$ cat src/rtl/core/datagram_replay_filter_defines.svh
// ---------------------------------------------------------------------------
// Datagram replay filter assertion macros
// Shared concurrent assertion macros; empty when SYNTHESIS is defined.
// ---------------------------------------------------------------------------
`ifndef DATAGRAM_REPLAY_FILTER_DEFINES_SVH
`define DATAGRAM_REPLAY_FILTER_DEFINES_SVH

`ifndef SYNTHESIS

`define DRF_ASSERT_SAME(label, clk, rst, ante, cons) \
   label: assert property (@(posedge clk) disable iff (rst) (ante) |-> (cons)) \
      else $error("datagram replay filter: assertion failed");

`define DRF_ASSERT_NEXT(label, clk, rst, ante, cons) \
   label: assert property (@(posedge clk) disable iff (rst) (ante) |=> (cons)) \
      else $error("datagram replay filter: assertion failed");

`else

`define DRF_ASSERT_SAME(label, clk, rst, ante, cons)

`define DRF_ASSERT_NEXT(label, clk, rst, ante, cons)

`endif

`endif

$ cat src/rtl/core/drf_pkg.sv
// ---------------------------------------------------------------------------
// Datagram replay filter package
// Types, codes and reset values shared by the filter modules.
// ---------------------------------------------------------------------------
`timescale 1ns / 1ps

package drf_pkg;

   localparam int WINDOW_SIZE_DEFAULT = 64;

   localparam int MAGIC_W   = 32;
   localparam int VERSION_W = 8;
   localparam int HDR_W     = 11;
   localparam int TAG_W     = 5;
   localparam int BYTES_W   = 12;
   localparam int PLEN_W    = 16;
   localparam int SEQ_W     = 32;
   localparam int TOTAL_W   = 17;

   localparam int REQ_DATA_W = 104;
   localparam int RSP_DATA_W = 8;
   localparam int CSR_IDX_W  = 2;
   localparam int CSR_DATA_W = 32;

   localparam logic [MAGIC_W-1:0]   MAGIC_RESET   = '0;
   localparam logic [VERSION_W-1:0] VERSION_RESET = VERSION_W'(1);
   localparam logic [HDR_W-1:0]     HEADER_RESET  = HDR_W'(48);
   localparam logic [TAG_W-1:0]     TAG_RESET     = TAG_W'(16);

   typedef enum logic [CSR_IDX_W-1:0] {
      CSR_MAGIC   = 2'd0,
      CSR_VERSION = 2'd1,
      CSR_HEADER  = 2'd2,
      CSR_TAG     = 2'd3
   } csr_index_type;

   typedef enum logic [2:0] {
      VERDICT_OK     = 3'd0,
      VERDICT_SHORT  = 3'd1,
      VERDICT_BADHDR = 3'd2,
      VERDICT_LENGTH = 3'd3,
      VERDICT_AUTH   = 3'd4,
      VERDICT_OLD    = 3'd5,
      VERDICT_DUP    = 3'd6
   } verdict_type;

   typedef struct packed {
      logic [MAGIC_W-1:0]   magic_value;
      logic [VERSION_W-1:0] version_value;
      logic [HDR_W-1:0]     header_bytes;
      logic [TAG_W-1:0]     tag_bytes;
   } cfg_type;

   typedef struct packed {
      logic                 auth_ok;
      logic [SEQ_W-1:0]     seq_number;
      logic [PLEN_W-1:0]    payload_length;
      logic [VERSION_W-1:0] hdr_version;
      logic [MAGIC_W-1:0]   hdr_magic;
      logic [BYTES_W-1:0]   byte_count;
   } item_type;

endpackage

$ cat src/rtl/core/datagram_replay_filter.sv
// ---------------------------------------------------------------------------
// Datagram replay filter
// Header checks and anti-replay window for received datagram summaries.
// ---------------------------------------------------------------------------
// Each transfer on the req_ channel carries one datagram summary. The block
// returns exactly one transfer on the rsp_ channel for it, holding an accept
// flag and a verdict code, in the same order as the requests.
// A request is captured in an input register; the checks and the window
// lookup run between that register and the result register, which drives
// rsp_tvalid. One request is taken every cycle while the receiver keeps
// up; the window state is updated as an item moves into the result
// register, so the next item already sees it.
// When the receiver stalls, the result register holds and the input register
// fills; req_tready then drops until rsp_tready returns.
// Reset clears both registers, the window (highest sequence zero, mask
// empty) and loads the register defaults. Registers on the csr_ port are
// written at any edge with csr_we high and should change only while idle.
// ---------------------------------------------------------------------------
`timescale 1ns / 1ps

module datagram_replay_filter
   import drf_pkg::*;
#(
   parameter int WINDOW_SIZE = WINDOW_SIZE_DEFAULT
) (
   input  logic                  clock,
   input  logic                  reset,
   input  logic                  req_tvalid,
   output logic                  req_tready,
   // byte_count, hdr_magic, hdr_version, payload_length, seq_number, auth_ok
   input  logic [REQ_DATA_W-1:0] req_tdata,
   output logic                  rsp_tvalid,
   input  logic                  rsp_tready,
   // accept, verdict
   output logic [RSP_DATA_W-1:0] rsp_tdata,
   input  logic                  csr_we,
   input  logic [CSR_IDX_W-1:0]  csr_index,
   input  logic [CSR_DATA_W-1:0] csr_wdata
);

   cfg_type     cfg_ff;
   cfg_type     cfg_in;
   logic        s1_valid_ff;
   logic        s1_valid_in;
   item_type    s1_item_ff;
   item_type    s1_item_in;
   logic        out_valid_ff;
   logic        out_valid_in;
   logic        out_accept_ff;
   logic        out_accept_in;
   verdict_type out_verdict_ff;
   verdict_type out_verdict_in;

   logic        req_fire;
   logic        s1_move;
   verdict_type hdr_verdict;
   verdict_type win_verdict;
   verdict_type final_verdict;

   assign s1_move    = s1_valid_ff && (!out_valid_ff || rsp_tready);
   assign req_tready = !s1_valid_ff || s1_move;
   assign req_fire   = req_tvalid && req_tready;

   drf_hdr_check u_hdr_check (
      .cfg     (cfg_ff),
      .item    (s1_item_ff),
      .verdict (hdr_verdict)
   );

   drf_window #(
      .WINDOW_SIZE (WINDOW_SIZE)
   ) u_window (
      .clock      (clock),
      .reset      (reset),
      .commit     (s1_move),
      .pre_ok     (hdr_verdict == VERDICT_OK),
      .seq_number (s1_item_ff.seq_number),
      .verdict    (win_verdict)
   );

   assign final_verdict = (hdr_verdict != VERDICT_OK) ? hdr_verdict : win_verdict;

   always_comb begin
      cfg_in = cfg_ff;
      if (csr_we) begin
         case (csr_index)
            CSR_MAGIC:   cfg_in.magic_value   = csr_wdata[MAGIC_W-1:0];
            CSR_VERSION: cfg_in.version_value = csr_wdata[VERSION_W-1:0];
            CSR_HEADER:  cfg_in.header_bytes  = csr_wdata[HDR_W-1:0];
            CSR_TAG:     cfg_in.tag_bytes     = csr_wdata[TAG_W-1:0];
            default:     cfg_in = cfg_ff;
         endcase
      end
   end

   always_comb begin
      s1_valid_in    = s1_valid_ff;
      s1_item_in     = s1_item_ff;
      out_valid_in   = out_valid_ff;
      out_accept_in  = out_accept_ff;
      out_verdict_in = out_verdict_ff;
      if (req_fire) begin
         s1_valid_in = 1'b1;
         s1_item_in  = item_type'(req_tdata[$bits(item_type)-1:0]);
      end else if (s1_move) begin
         s1_valid_in = 1'b0;
      end
      if (s1_move) begin
         out_valid_in   = 1'b1;
         out_accept_in  = (final_verdict == VERDICT_OK);
         out_verdict_in = final_verdict;
      end else if (rsp_tready) begin
         out_valid_in = 1'b0;
      end
   end

   always_ff @(posedge clock) begin
      if (reset) begin
         cfg_ff.magic_value   <= MAGIC_RESET;
         cfg_ff.version_value <= VERSION_RESET;
         cfg_ff.header_bytes  <= HEADER_RESET;
         cfg_ff.tag_bytes     <= TAG_RESET;
         s1_valid_ff          <= 1'b0;
         out_valid_ff         <= 1'b0;
      end else begin
         cfg_ff       <= cfg_in;
         s1_valid_ff  <= s1_valid_in;
         out_valid_ff <= out_valid_in;
      end
      s1_item_ff     <= s1_item_in;
      out_accept_ff  <= out_accept_in;
      out_verdict_ff <= out_verdict_in;
   end

   assign rsp_tvalid = out_valid_ff;
   assign rsp_tdata  = {(RSP_DATA_W - 4)'(0), out_verdict_ff, out_accept_ff};

endmodule

$ cat src/rtl/core/drf_hdr_check.sv
// ---------------------------------------------------------------------------
// Datagram replay filter header check
// Size, magic, version, length and authentication checks, first failure wins.
// ---------------------------------------------------------------------------
`timescale 1ns / 1ps

module drf_hdr_check
   import drf_pkg::*;
(
   input  cfg_type     cfg,
   input  item_type    item,
   output verdict_type verdict
);

   logic [BYTES_W-1:0] min_bytes;
   logic [TOTAL_W-1:0] total_bytes;

   assign min_bytes   = BYTES_W'(cfg.header_bytes) + BYTES_W'(cfg.tag_bytes);
   assign total_bytes = TOTAL_W'(cfg.header_bytes) + TOTAL_W'(item.payload_length)
                        + TOTAL_W'(cfg.tag_bytes);

   always_comb begin
      if (item.byte_count < min_bytes) begin
         verdict = VERDICT_SHORT;
      end else if (item.hdr_magic != cfg.magic_value ||
                   item.hdr_version != cfg.version_value) begin
         verdict = VERDICT_BADHDR;
      end else if (TOTAL_W'(item.byte_count) != total_bytes) begin
         verdict = VERDICT_LENGTH;
      end else if (!item.auth_ok) begin
         verdict = VERDICT_AUTH;
      end else begin
         verdict = VERDICT_OK;
      end
   end

endmodule

$ cat src/rtl/core/drf_window.sv
// ---------------------------------------------------------------------------
// Datagram replay filter window
// Anti-replay sliding window: highest sequence and seen mask, at most one
// update per committed transfer, made only when the item is accepted.
// ---------------------------------------------------------------------------
`timescale 1ns / 1ps
`include "datagram_replay_filter_defines.svh"

module drf_window
   import drf_pkg::*;
#(
   parameter int WINDOW_SIZE = WINDOW_SIZE_DEFAULT
) (
   input  logic             clock,
   input  logic             reset,
   input  logic             commit,
   input  logic             pre_ok,
   input  logic [SEQ_W-1:0] seq_number,
   output verdict_type      verdict
);

   localparam int IDX_W = $clog2(WINDOW_SIZE);

   logic [SEQ_W-1:0]       highest_ff;
   logic [SEQ_W-1:0]       highest_in;
   logic [WINDOW_SIZE-1:0] seen_ff;
   logic [WINDOW_SIZE-1:0] seen_in;

   logic                   forward;
   logic [SEQ_W-1:0]       diff_fwd;
   logic [SEQ_W-1:0]       diff_back;
   logic                   in_window;
   logic [IDX_W-1:0]       back_idx;
   logic                   update;

   assign forward   = seq_number > highest_ff;
   assign diff_fwd  = seq_number - highest_ff;
   assign diff_back = highest_ff - seq_number;
   assign in_window = diff_back < SEQ_W'(WINDOW_SIZE);
   assign back_idx  = diff_back[IDX_W-1:0];

   always_comb begin
      if (forward) begin
         verdict = VERDICT_OK;
      end else if (!in_window) begin
         verdict = VERDICT_OLD;
      end else if (seen_ff[back_idx]) begin
         verdict = VERDICT_DUP;
      end else begin
         verdict = VERDICT_OK;
      end
   end

   assign update = commit && pre_ok && (verdict == VERDICT_OK);

   always_comb begin
      highest_in = highest_ff;
      seen_in    = seen_ff;
      if (update) begin
         if (forward) begin
            highest_in = seq_number;
            if (diff_fwd < SEQ_W'(WINDOW_SIZE)) begin
               seen_in = (seen_ff << diff_fwd[IDX_W-1:0]) | WINDOW_SIZE'(1);
            end else begin
               seen_in = WINDOW_SIZE'(1);
            end
         end else begin
            seen_in = seen_ff | (WINDOW_SIZE'(1) << back_idx);
         end
      end
   end

   always_ff @(posedge clock) begin
      if (reset) begin
         highest_ff <= '0;
         seen_ff    <= '0;
      end else begin
         highest_ff <= highest_in;
         seen_ff    <= seen_in;
      end
   end

   `DRF_ASSERT_SAME(a_newest_marked, clock, reset, seen_ff != '0, seen_ff[0])
   `DRF_ASSERT_NEXT(a_forward_takes_max, clock, reset, update && forward,
      highest_ff == $past(seq_number))
   `DRF_ASSERT_NEXT(a_reject_holds_state, clock, reset, commit && !update,
      $stable(highest_ff) && $stable(seen_ff))

endmodule
$ cat config.mk
export PLATFORM = sky130hd
export DESIGN_NAME = datagram_replay_filter
export DESIGN_NICKNAME = d
export VERILOG_FILES = /design/src/rtl/core/drf_pkg.sv /design/src/rtl/core/datagram_replay_filter.sv /design/src/rtl/core/drf_hdr_check.sv /design/src/rtl/core/drf_window.sv
export VERILOG_INCLUDE_DIRS = /design/src /design/src/rtl/core
export SDC_FILE = /design/constraint.sdc
export NUM_CORES = 1
export LEC_CHECK = 0
export BUFFER_PORTS_ARGS = -buffer_cell sky130_fd_sc_hd__buf_2
export CORE_UTILIZATION = 40
export DETAILED_ROUTE_END_ITERATION = 10
export GPL_TIMING_DRIVEN = 0
export HOLD_SLACK_MARGIN = 0.1
export MAX_ROUTING_LAYER = met4
export SLEW_MARGIN = 25
export SYNTH_ARGS = -nofsm -noshare
export SYNTH_HDL_FRONTEND = slang
export SYNTH_SLANG_ARGS = --single-unit
$ cat constraint.sdc
create_clock -name clock -period 5 [get_ports clock]
set_clock_uncertainty 0.2 [all_clocks]
set_input_delay 0.5 -clock clock [delete_from_list [all_inputs] [get_ports clock]]
set_output_delay 0.5 -clock clock [all_outputs]
set_load 0.03 [all_outputs]
-- After elaboration in Yosys (flattened, before gate mapping)
Cells that the tools add are included.
- mux-type cells: 16
- reductions and logical operators: 21
- bitwise logic cells: 1
- add/subtract/negate cells: 5
- $mul: 0
- $lt $le $gt $ge: 5
- shift operators: 2
- equality and inequality tests: 6
- div/mod/pow operators: 0
- operator list (kind ; number):
    2-to-1 mux 64 bit ; 2
    < comparator 32 x 7 -> 1 bit (second input constant) ; 2
    OR 64 bit ; 1
    << shifter 1 x 6 -> 64 bit (first input constant) ; 1
    << shifter 64 x 6 -> 64 bit ; 1
    subtractor 32 bit ; 2
    > comparator 32 bit ; 1
    != test 32 bit ; 1
    2-to-1 mux 3 bit ; 8
    adder 11 x 16 -> 17 bit ; 1
    adder 17 x 5 -> 17 bit ; 1
    != test 12 x 17 -> 1 bit ; 1
    adder 11 x 5 -> 12 bit ; 1
    < comparator 12 bit ; 1
    AND reduction 2 bit ; 5
    logical NOT 3 bit ; 3
    != test 8 bit ; 1
    < comparator 6 x 7 -> 1 bit (second input constant) ; 1
    binary-select mux 1 bit (select 6 bit) ; 1
    2-to-1 mux 1 bit ; 5
    == test 2 bit (second input constant) ; 2
    logical AND 1 bit ; 4
    nonzero test 2 bit ; 2
    logical OR 1 bit ; 3
    4 further kinds ; 5
- memory bits (writable): 0
- memories kept: 0
- word-level logic and storage cells: 72
- bits in read-only memories: 0
- register bits after elaboration: 259
- latch bits: 0
- output and inout port bits: 10
- input bits: 143

-- Longest topological paths before layout
Gate-level depths: netlist (run 1).
- depth in word-level cells: 10
- mapped depth: 24
- mapped depth without buffers: 20

-- Cells and area by module
A second synthesis (run 1) with hierarchy kept.
- cell total of the unflattened synthesis: 2422
- area, all modules: 21312.9 um2
- by module, submodules not included (module ; area each (um2) ; cells an instance ; instances ; seq. area each (um2)):
    drf_window ; 13439.1 ; 1797 ; 1 ; 1921.8
    datagram_replay_filter ; 5715.5 ; 352 ; 1 ; 4314.1
    drf_hdr_check ; 2158.3 ; 273 ; 1 ; 0.0

-- Worst setup path after synthesis (run 1)
OpenSTA, ideal clock, no wires.
- path type: register to register
- from: register s1_item_ff[68] (netlist name)
- to: register u_window.seen_ff[15]
- data required time: 4.666 ns
- data arrival time: 4.223 ns
- path buffers: 4
- clock period less this slack: 4.557 ns
- setup slack: 0.443 ns
- cell stages (with the launch flop): 14
- setup time: 0.134 ns
- cells stage by stage: edfxtp_1 > ha_1 > inv_1 > fa_1 > clkbuf_1 > buf_1 > mux4_2 > mux4_2 > a22oi_1 > nand3_1 > o41ai_4 > buf_4 > buf_2 > a211oi_1
- word-level cells in the longest chain between the ends: 8
- elaborated cells between the ends (all ways): 17
- classes of those cells: add/sub (2); order compare (3); shift (2); mux (7); bitwise (1); reduce/logical (2)
- RTL lines (item ; RTL line ; source):
    start, declared ; datagram_replay_filter.sv:45 ; item_type s1_item_ff;
    start signal, assigned ; datagram_replay_filter.sv:130 ; s1_item_ff <= s1_item_in;
    subtractor 32 bit ; drf_window.sv:38 ; assign diff_back = highest_ff - seq_number;
    binary-select mux 1 bit (select 6 bit) ; drf_window.sv:47 ; end else if (seen_ff[back_idx]) begin
    2-to-1 mux 1 bit (not written as such) ; drf_window.sv:47 ;
    2-to-1 mux 3 bit ; drf_window.sv:47 ;
    2-to-1 mux 3 bit ; drf_window.sv:45 ; end else if (!in_window) begin
    2-to-1 mux 3 bit ; drf_window.sv:43 ; if (forward) begin
    logical NOT 3 bit ; drf_window.sv:54 ; assign update = commit && pre_ok && (verdict == VERDICT_OK);
    logical AND 1 bit ; drf_window.sv:54 ;
    end signal, assigned ; drf_window.sv:79 ; seen_ff <= seen_in;
    end, declared ; drf_window.sv:26 ; logic [WINDOW_SIZE-1:0] seen_ff;
Parallel ways exist; a longest one is shown, timed or not. The select of a mux whose other input is x is not followed.
A chain may end at the register's enable or synchronous reset.

-- Final worst setup path (run 1)
- from: register s1_item_ff[56] (netlist name)
- to: register u_window.seen_ff[62]
- word-level cells in the longest chain between the ends: 9
- RTL lines (item ; RTL line ; source):
    adder 11 x 16 -> 17 bit ; drf_hdr_check.sv:19 ; assign total_bytes = TOTAL_W'(cfg.header_bytes) + TOTAL_W'(item.payload_length)
    adder 17 x 5 -> 17 bit ; drf_hdr_check.sv:20 ; + TOTAL_W'(cfg.tag_bytes);
    != test 12 x 17 -> 1 bit ; drf_hdr_check.sv:28 ; end else if (TOTAL_W'(item.byte_count) != total_bytes) begin
    2-to-1 mux 3 bit ; drf_hdr_check.sv:28 ;
    2-to-1 mux 3 bit ; drf_hdr_check.sv:25 ; end else if (item.hdr_magic != cfg.magic_value ||
    2-to-1 mux 3 bit ; drf_hdr_check.sv:23 ; if (item.byte_count < min_bytes) begin
    logical NOT 3 bit ; datagram_replay_filter.sv:76 ; .pre_ok (hdr_verdict == VERDICT_OK),
    logical AND 1 bit (2 in a row) ; drf_window.sv:54 ;
Every way passes these cells.

==> summary.md, run 1 <==
| Metric | Value |
|---|---|
| Cells after synthesis | `2,432` |
| Port Buffers | `144` |
| Slew headroom | `0.294` |
| HPWL Detailed | `64,800 um` |
| Req. time, crit path | `5300 ps` |
| CTS buffer count | `30` |
| Count of state elements after synthesis | `259` |
| Initial Util | `0.407` |
| Vias | `20.9k` |
| Core ar. | `just under 0.05 mm^2` |
| Top FF cell, synth | `dfxtp_1` |
| Achievable Freq | `205 MHz` |
| Maximum vdd drop | `between 0.0002 and 0.0003 V` |
| First-pass GRT wire length | `125,000 um` |
| DRC violations left | `0` |
| Largest net degree at the start of global routing | `43` |
| Yosys top cell area share | `0.158` |
| Drt first pass iters | `5` |
| Max Transition Viols Final | `0` |
| Max-Cap Viols | `0` |
| Grt total ovfl | `0` |
| Crit path max-delay family | `compound AO/OA/AOI/OAI gates` |
| RSZ-0062 raised after global routing | `true` |
| YS warnings | `0` |
| Post-synth ARST share | `0` |
| Routed len/inst | `24.5 um` |
| Min Tclk post-route | `4880 ps` |
| Seq/Total Area, Yosys | `0.312` |
| CP startpoint kind | `register` |
| HP Class | `input pin to register` |
| Depth of the CTS H-tree | `1` |
| Share of cells above drive strength 1 | `0.141` |
| Vias in the first global route | `19.9k` |
| Clk buf depth | `3` |
| Status | `complete, no violations` |
| Synth Area per Inst | `between 8 and 9 um^2` |
| R2r setup slk | `120 ps` |
| Fin. Hold Viols | `0` |
| Post-synth EDFFs | `105` |
| Power density over the cells | `244 mW/mm^2` |
| WS Path Type | `register to register` |
| Worst path slowest cell | `fa_1` |
| Top post-synthesis cells by count | `a21oi_1 (306), nand2_1 (297), nor2_1 (278)` |
| Post-route cell area | `roughly 0.024 mm^2` |
| Leak | `9.20 nW` |
| Final setup vio count | `0` |
| CP max stage delay | `450 ps` |
| Area grow syn2layout | `21.8%` |
| Top cells by area, synth | `edfxtp_1 (16%), dfxtp_1 (15%), a21oi_1 (7.7%), ha_1 (6.0%), mux4_2 (5.7%)` |
| Overall Global Routing Usage | `0.336` |
| Placer congestion estimate | `1.09` |
| Layout Nets | `3,004` |
| Crit end category | `register` |
| Post-Syn Area | `0.0200 mm^2` |
| Die Span Y | `226 um` |
| Die area | `0.0509 mm^2` |
| Critical Path Most Common Cell | `buf_6` |
| CTS tree | `built` |
| Routed Antenna Nets | `0` |
| Final period utilization | `0.976` |
| Iter 0 DRT Violations | `2,450` |
| Yosys top cell by area | `edfxtp_1` |
| WL final | `around 84,000 um` |
| Layout Utilization | `0.496` |
| Initial antenna violation count | `1` |
| Std cell rows | `81` |
| Top-count cell post-synth | `a21oi_1` |
| Yosys cell types | `81` |
| CTS clock-pin slew for the worst setup and hold paths | `60 ps` |
| Drt via density | `6.08` |
| Critical Path AT | `5180 ps` |
| CP bufs+invs | `3` |
| Critical Path Fanout Max | `10` |
| Skew-Pair Late Insertion Delay | `600 ps` |
| Worst-Margin Slew | `1060 ps` |
| Ports | `153` |
| CTS sink count | `259` |
| Clk root buf | `clkbuf_16` |
| Area after DPL | `between 0.02 and 0.025 mm^2` |
| Die Wd | `226 um` |
| Critical path cell sequence | `fa_1 -> ha_1 -> a21o_1 -> a221o_1 -> a41o_1 -> a21oi_1 -> nor4b_2 -> o2111ai_2 -> or3_4 -> or3_1 -> buf_6 -> o41ai_4 -> buf_6 -> clkbuf_4 -> a31oi_1 -> nor3_1` |
## state kept, by name, indices dropped and copies added (netlist names)
| signal | count |
|---|---|
| s1_item_ff | 101 |
| u_window.seen_ff | 64 |
| cfg_ff | 56 |
| u_window.highest_ff | 32 |
| out_verdict_ff | 3 |
| out_accept_ff | 1 |
| rsp_tvalid | 1 |
| s1_valid_ff | 1 |
## routing by layer
metal / vias up / part of all wire / global-route usage
met5: - / 0 / -
met4: 0 / 0.030 / 0.0946
met3: 143 / 0.099 / 0.0600
met2: 1096 / 0.43 / 0.502
met1: 10200 / 0.44 / 0.462
li1: 9525 / - / -
## kinds of logic (layout without fill, tap and decap cells)
group	Yosys count	count (layout)	synth area share
adder cells (fa/ha/maj)	105	105	0.0691
AND/OR/NAND/NOR	863	863	0.196
XOR/XNOR	95	95	0.0416
multiplexers	170	170	0.118
buffers and inverters	253	598	0.0513
other	1	5	0.000188
AO/OA/AOI/OAI	686	686	0.212
flip-flops	259	259	0.312
## worst paths after layout
check | start | end | depth (start not counted)
worst min register to register | u_window.highest_ff[31] | u_window.highest_ff[31] | 2
worst max register to register | s1_item_ff[56] | u_window.seen_ff[62] | 16
worst max-delay path | s1_item_ff[56] | u_window.seen_ff[62] | 16
worst min-delay path | csr_index[1] | cfg_ff[55] | 4
## where the power goes
part | total (mW) | internal, mW | switching (mW)
Clock | 2.31 | 1.34 | 0.973
Combinational | 1.31 | 0.468 | 0.839
Sequential | 2.32 | 2.27 | 0.0484
## tightest hold or removal path, stage by stage
cell,delay (ps)
buf_2,120
nor3b_1,140
nand2_1,100
a21oi_1,50
## cell usage in the layout (no fill, tap or decap), types with 51 or more instances in the layout
cell type,count
ha_1,96
mux2i_1,98
nor2_1,276
mux4_2,51
nand2_1,297
o21ai_0,85
xnor2_1,62
a21oi_1,301
buf_2,169
inv_1,84
dfxtp_1,152
edfxtp_1,105
nor3_1,79
dlygate4sd3_1,138
a211oi_1,55
clkbuf_1,103
## layout make-up
class	count	area, um^2
well taps	664	831
clock inverters	19	243
diodes	1	2.50
clock buffers	37	787
fillers	4682	24800
multi-input cells	1923	12900
inverters	85	319
repair buffers	292	2220
flip-flops and latches	259	6240
plain buffers	165	776
## through the flow
step	TNS (ps)	instances	hold slack, ps	setup slack (ps)	total power [mW]
6_report	0	3445	184	121	5.94
5_1_grt	-408	3445	195	-71.0	6.13
4_1_cts	0	3442	125	8.25	5.92
3_5_place_dp	-67980	3246	253	-999	3.52
3_3_place_gp	-102120	3243	242	-1370	3.52
2_1_floorplan	0	2435	232	443	3.09
## repair_timing
| action | CTS | global route |
|---|---|---|
| gates resized for setup | 43 | 69 |
| setup buffers | 4 | 3 |
| hold endpoints to repair | 156 | 0 |
| hold buffers | 138 | 0 |
| setup endpoints to repair | 99 | 94 |
| pin swaps | 3 | 7 |
(Power assumes the default switching activity.)
==> inputs of run 2 (changes only) <==
Settings changed: CAP_MARGIN from default to 25, CELL_PAD_IN_SITES_DETAIL_PLACEMENT from default to 2, CELL_PAD_IN_SITES_GLOBAL_PLACEMENT from default to 2, CORE_UTILIZATION 40 to 37, PLACE_DENSITY_LB_ADDON from default to 0.1.
==> run 2 against run 1 <==
Against the previous run:
- the flow now finishes with violations (setup timing)
- fmax is 10% lower
- non-clock buffer count is 19 higher
- setup slack worse by 560 ps
- critical endpoint is now u_window.seen_ff[63]
- largest power group is now the clock network
- critical path type unchanged
- combinational power is 21% higher
==> summary.md, run 2 (same netlist as run 1, synthesis figures left out) <==
| Metric | Value |
|---|---|
| Status | `complete, but fails checks (was complete, no violations)` |
| Failing checks | `setup timing` |
| Non-filler cells, final | `3,503 (was 3,445)` |
| CP max stage delay | `490 ps (was 450 ps)` |
| Vias | `24.4k (was 20.9k)` |
| Initial Util | `0.377 (was 0.407)` |
| Initial antenna violation count | `14 (was 1)` |
| HP Class | `register to register (was input pin to register)` |
| Largest net degree at the start of global routing | `49 (was 43)` |
| DRC violations left | `0 (unchanged)` |
| Skew-Pair Late Insertion Delay | `650 ps (was 600 ps)` |
| Layout Utilization | `0.474 (was 0.496)` |
| DP Cell Count | `3,270 (was 3,246)` |
| Die Span Y | `234 um (was 226 um)` |
| CTS buffer count | `31 (was 30)` |
| Placer congestion estimate | `1.00 (was 1.09)` |
| Grt total ovfl | `0 (unchanged)` |
| Final setup vio count | `94 (was 0)` |
| Worst-Margin Slew | `1200 ps (was 1060 ps)` |
| Layout Nets | `3,024 (was 3,004)` |
| Area after DPL | `0.0216 mm^2 (about the same)` |
| Start of the worst register-to-register path | `s1_item_ff[94] (was s1_item_ff[56])` |
| CP Depth | `17 (was 16)` |
| Core ar. | `0.0530 mm^2 (was 0.0492 mm^2)` |
| Routed len/inst | `37.8 um (was 24.5 um)` |
| Req. time, crit path | `5330 ps (was 5300 ps)` |
| Post-route cell area | `0.0251 mm^2 (was 0.0244 mm^2)` |
| CTS clock-pin slew for the worst setup and hold paths | `80 ps (was 60 ps)` |
| Fin. Hold Viols | `0 (unchanged)` |
| Depth of the CTS H-tree | `1 (unchanged)` |
| Critical path cell sequence | `inv_1 -> ha_1 -> buf_4 -> nand2_1 -> nor2_1 -> o41ai_1 -> a31oi_2 -> or3b_2 -> nor4b_1 -> and3_1 -> nand4_1 -> buf_4 -> buf_4 -> clkbuf_1 -> o21ai_1 -> a21oi_1 -> nor3_1 (was fa_1 -> ha_1 -> a21o_1 -> a221o_1 -> a41o_1 -> a21oi_1 -> nor4b_2 -> o2111ai_2 -> or3_4 -> or3_1 -> buf_6 -> o41ai_4 -> buf_6 -> clkbuf_4 -> a31oi_1 -> nor3_1)` |
| Critical Path Fanout Max | `10 (unchanged)` |
| Drt first pass iters | `5 (unchanged)` |
| Critical Path AT | `5770 ps (was 5180 ps)` |
| Achievable Freq | `184 MHz (was 205 MHz)` |
| Reg with most FFs | `s1_item_ff (unchanged)` |
| Hold_ws | `285 ps (was 184 ps)` |
| Biggest regs | `s1_item_ff (101), u_window.seen_ff (64), cfg_ff (56) (unchanged)` |
| Vias in the first global route | `24.6k (was 19.9k)` |
| R2R Path End | `u_window.seen_ff[63] (was u_window.seen_ff[62])` |
| Slew headroom | `0.196 (was 0.294)` |
| Commonest non-fill, non-tap cell in the layout | `nand2_1 (was a21oi_1)` |
| Die area | `0.0550 mm^2 (was 0.0509 mm^2)` |
| Share of cells above drive strength 1 | `0.177 (was 0.141)` |
| Max Transition Viols Final | `0 (unchanged)` |
| Max reg flops | `101 (unchanged)` |
| Final WS setup | `-442 ps (was 121 ps)` |
| CTS sink count | `259 (unchanged)` |
| FF-to-FF path depth | `17 (was 16)` |
| WL final | `133,000 um (was 84,200 um)` |
| Port Buffers | `144 (unchanged)` |
| Pre-CTS setup slack | `-1160 ps (was -999 ps)` |
| Critical Path Most Common Cell | `buf_4 (was buf_6)` |
| CP bufs+invs | `5 (was 3)` |
| First-pass GRT wire length | `175,000 um (was 125,000 um)` |
| Power density over the cells | `260 mW/mm^2 (was 244 mW/mm^2)` |
| CTS tree | `built (unchanged)` |
| Clk buf depth | `3 (unchanged)` |
| Hold depth | `2 (was 4)` |
| Leak | `9.52 nW (was 9.20 nW)` |
| Maximum vdd drop | `0.000339 V (was 0.000270 V)` |
| CP startpoint kind | `register (unchanged)` |
| Ports | `153 (unchanged)` |
| Iter 0 DRT Violations | `2,917 (was 2,450)` |
| Overall Global Routing Usage | `0.447 (was 0.336)` |
| Hold path startpoint | `u_window.highest_ff[7] (was csr_index[1])` |
| Drt via density | `6.95 (was 6.08)` |
| R2r setup slk | `-440 ps (was 120 ps)` |
| Crit path max-delay family | `simple AND/OR/NAND/NOR gates (was compound AO/OA/AOI/OAI gates)` |
| WS Path Type | `register to register (unchanged)` |
| Die Wd | `234 um (was 226 um)` |
| Area grow syn2layout | `25.6% (was 21.8%)` |
| Max-Cap Viols | `0 (unchanged)` |
| Crit end category | `register (unchanged)` |
| HPWL Detailed | `77,800 um (was 64,800 um)` |
| Clk root buf | `clkbuf_16 (unchanged)` |
| Commonest non-fill, non-tap cells in the layout | `nand2_1 (297), a21oi_1 (288), nor2_1 (271) (was a21oi_1 (301), nand2_1 (297), nor2_1 (276))` |
| Min Tclk post-route | `5440 ps (was 4880 ps)` |
| Worst path slowest cell | `or3b_2 (was fa_1)` |
| Fill cells | `5,686 (was 4,682)` |
| Std cell rows | `84 (was 81)` |
| Final period utilization | `1.09 (was 0.976)` |
| End point of the worst hold path | `u_window.highest_ff[7] (was cfg_ff[55])` |
| Routed Antenna Nets | `0 (unchanged)` |
| RSZ-0062 raised after global routing | `true (unchanged)` |
==> run 2: cell types whose count changed in the layout (fill, tap and decap cells not counted), moves of 10 or more <==
| cell | delta |
|---|---|
| diode_2 | +13 |
| buf_4 | +22 |
| o21ai_0 | -10 |
| clkbuf_2 | +10 |
| clkbuf_1 | -14 |
| a21oi_1 | -13 |
| a21oi_2 | +12 |
==> run 2: layout make-up <==
cell class              instances  area [um^2]  share of cell area
clock inverters                12          155             0.00618
plain buffers                 159          798              0.0318
clock buffers                  46          883              0.0352
repair buffers                317         2480              0.0986
multi-input cells            1923        13300               0.531
inverters                      85          319              0.0127
well taps                     688          861              0.0343
flip-flops and latches        259         6250               0.249
diodes                         14         35.0             0.00139
==> run 2: power by group <==
group / internal [mW] / leakage (nW) / switching [mW]
logic: 0.502 / 6.74 / 1.09
registers: 2.27 / 2.27 / 0.0787
clock network: 1.39 / 0.509 / 1.21
==> run 2: timing repair <==
action	4_1_cts	5_1_grt
gates resized for setup	92	151
cloned	0	3
hold buffers	136	0
endpoints found under the hold margin	156	0
buffers inserted	15	17
setup endpoints to repair	99	98
pin swaps	12	28
==> run 2: per-stage QoR <==
step | total power, mW | setup TNS, ps
finish | 6.54 | -17790
floorplan | 3.09 | 0
CTS | 6.10 | 0
global route | 6.57 | -19370
detailed placement | 3.59 | -88080
global placement | 3.55 | -122820
==> run 2: worst max path at each step <==
stage / start / end / slack, ps
final: s1_item_ff[94] / u_window.seen_ff[63] / -440
after detailed placement: s1_item_ff[68] / u_window.seen_ff[18] / -1160
after global routing: s1_item_ff[94] / u_window.seen_ff[63] / -480
after floorplan: s1_item_ff[68] / u_window.seen_ff[15] / 440
after CTS: s1_item_ff[68] / u_window.seen_ff[59] / 1
after global placement: cfg_ff[6] / u_window.seen_ff[60] / -1660
==> run 2: worst register-to-register path, stage by stage (launching register included) <==
cell,delay [ps]
edfxtp_1,470
inv_1,120
ha_1,440
buf_4,270
nand2_1,220
nor2_1,430
o41ai_1,250
a31oi_2,320
or3b_2,490
nor4b_1,410
and3_1,240
nand4_1,130
buf_4,220
buf_4,160
clkbuf_1,250
o21ai_1,320
a21oi_1,150
nor3_1,240
==> run 2: layer usage <==
metal,routed length [um],GRT usage,vias to the layer above
li1,-,-,9597
met1,51400,0.581,12100
met2,58000,0.687,1955
met3,14300,0.0785,665
met4,8840,0.177,0
met5,0,-,-
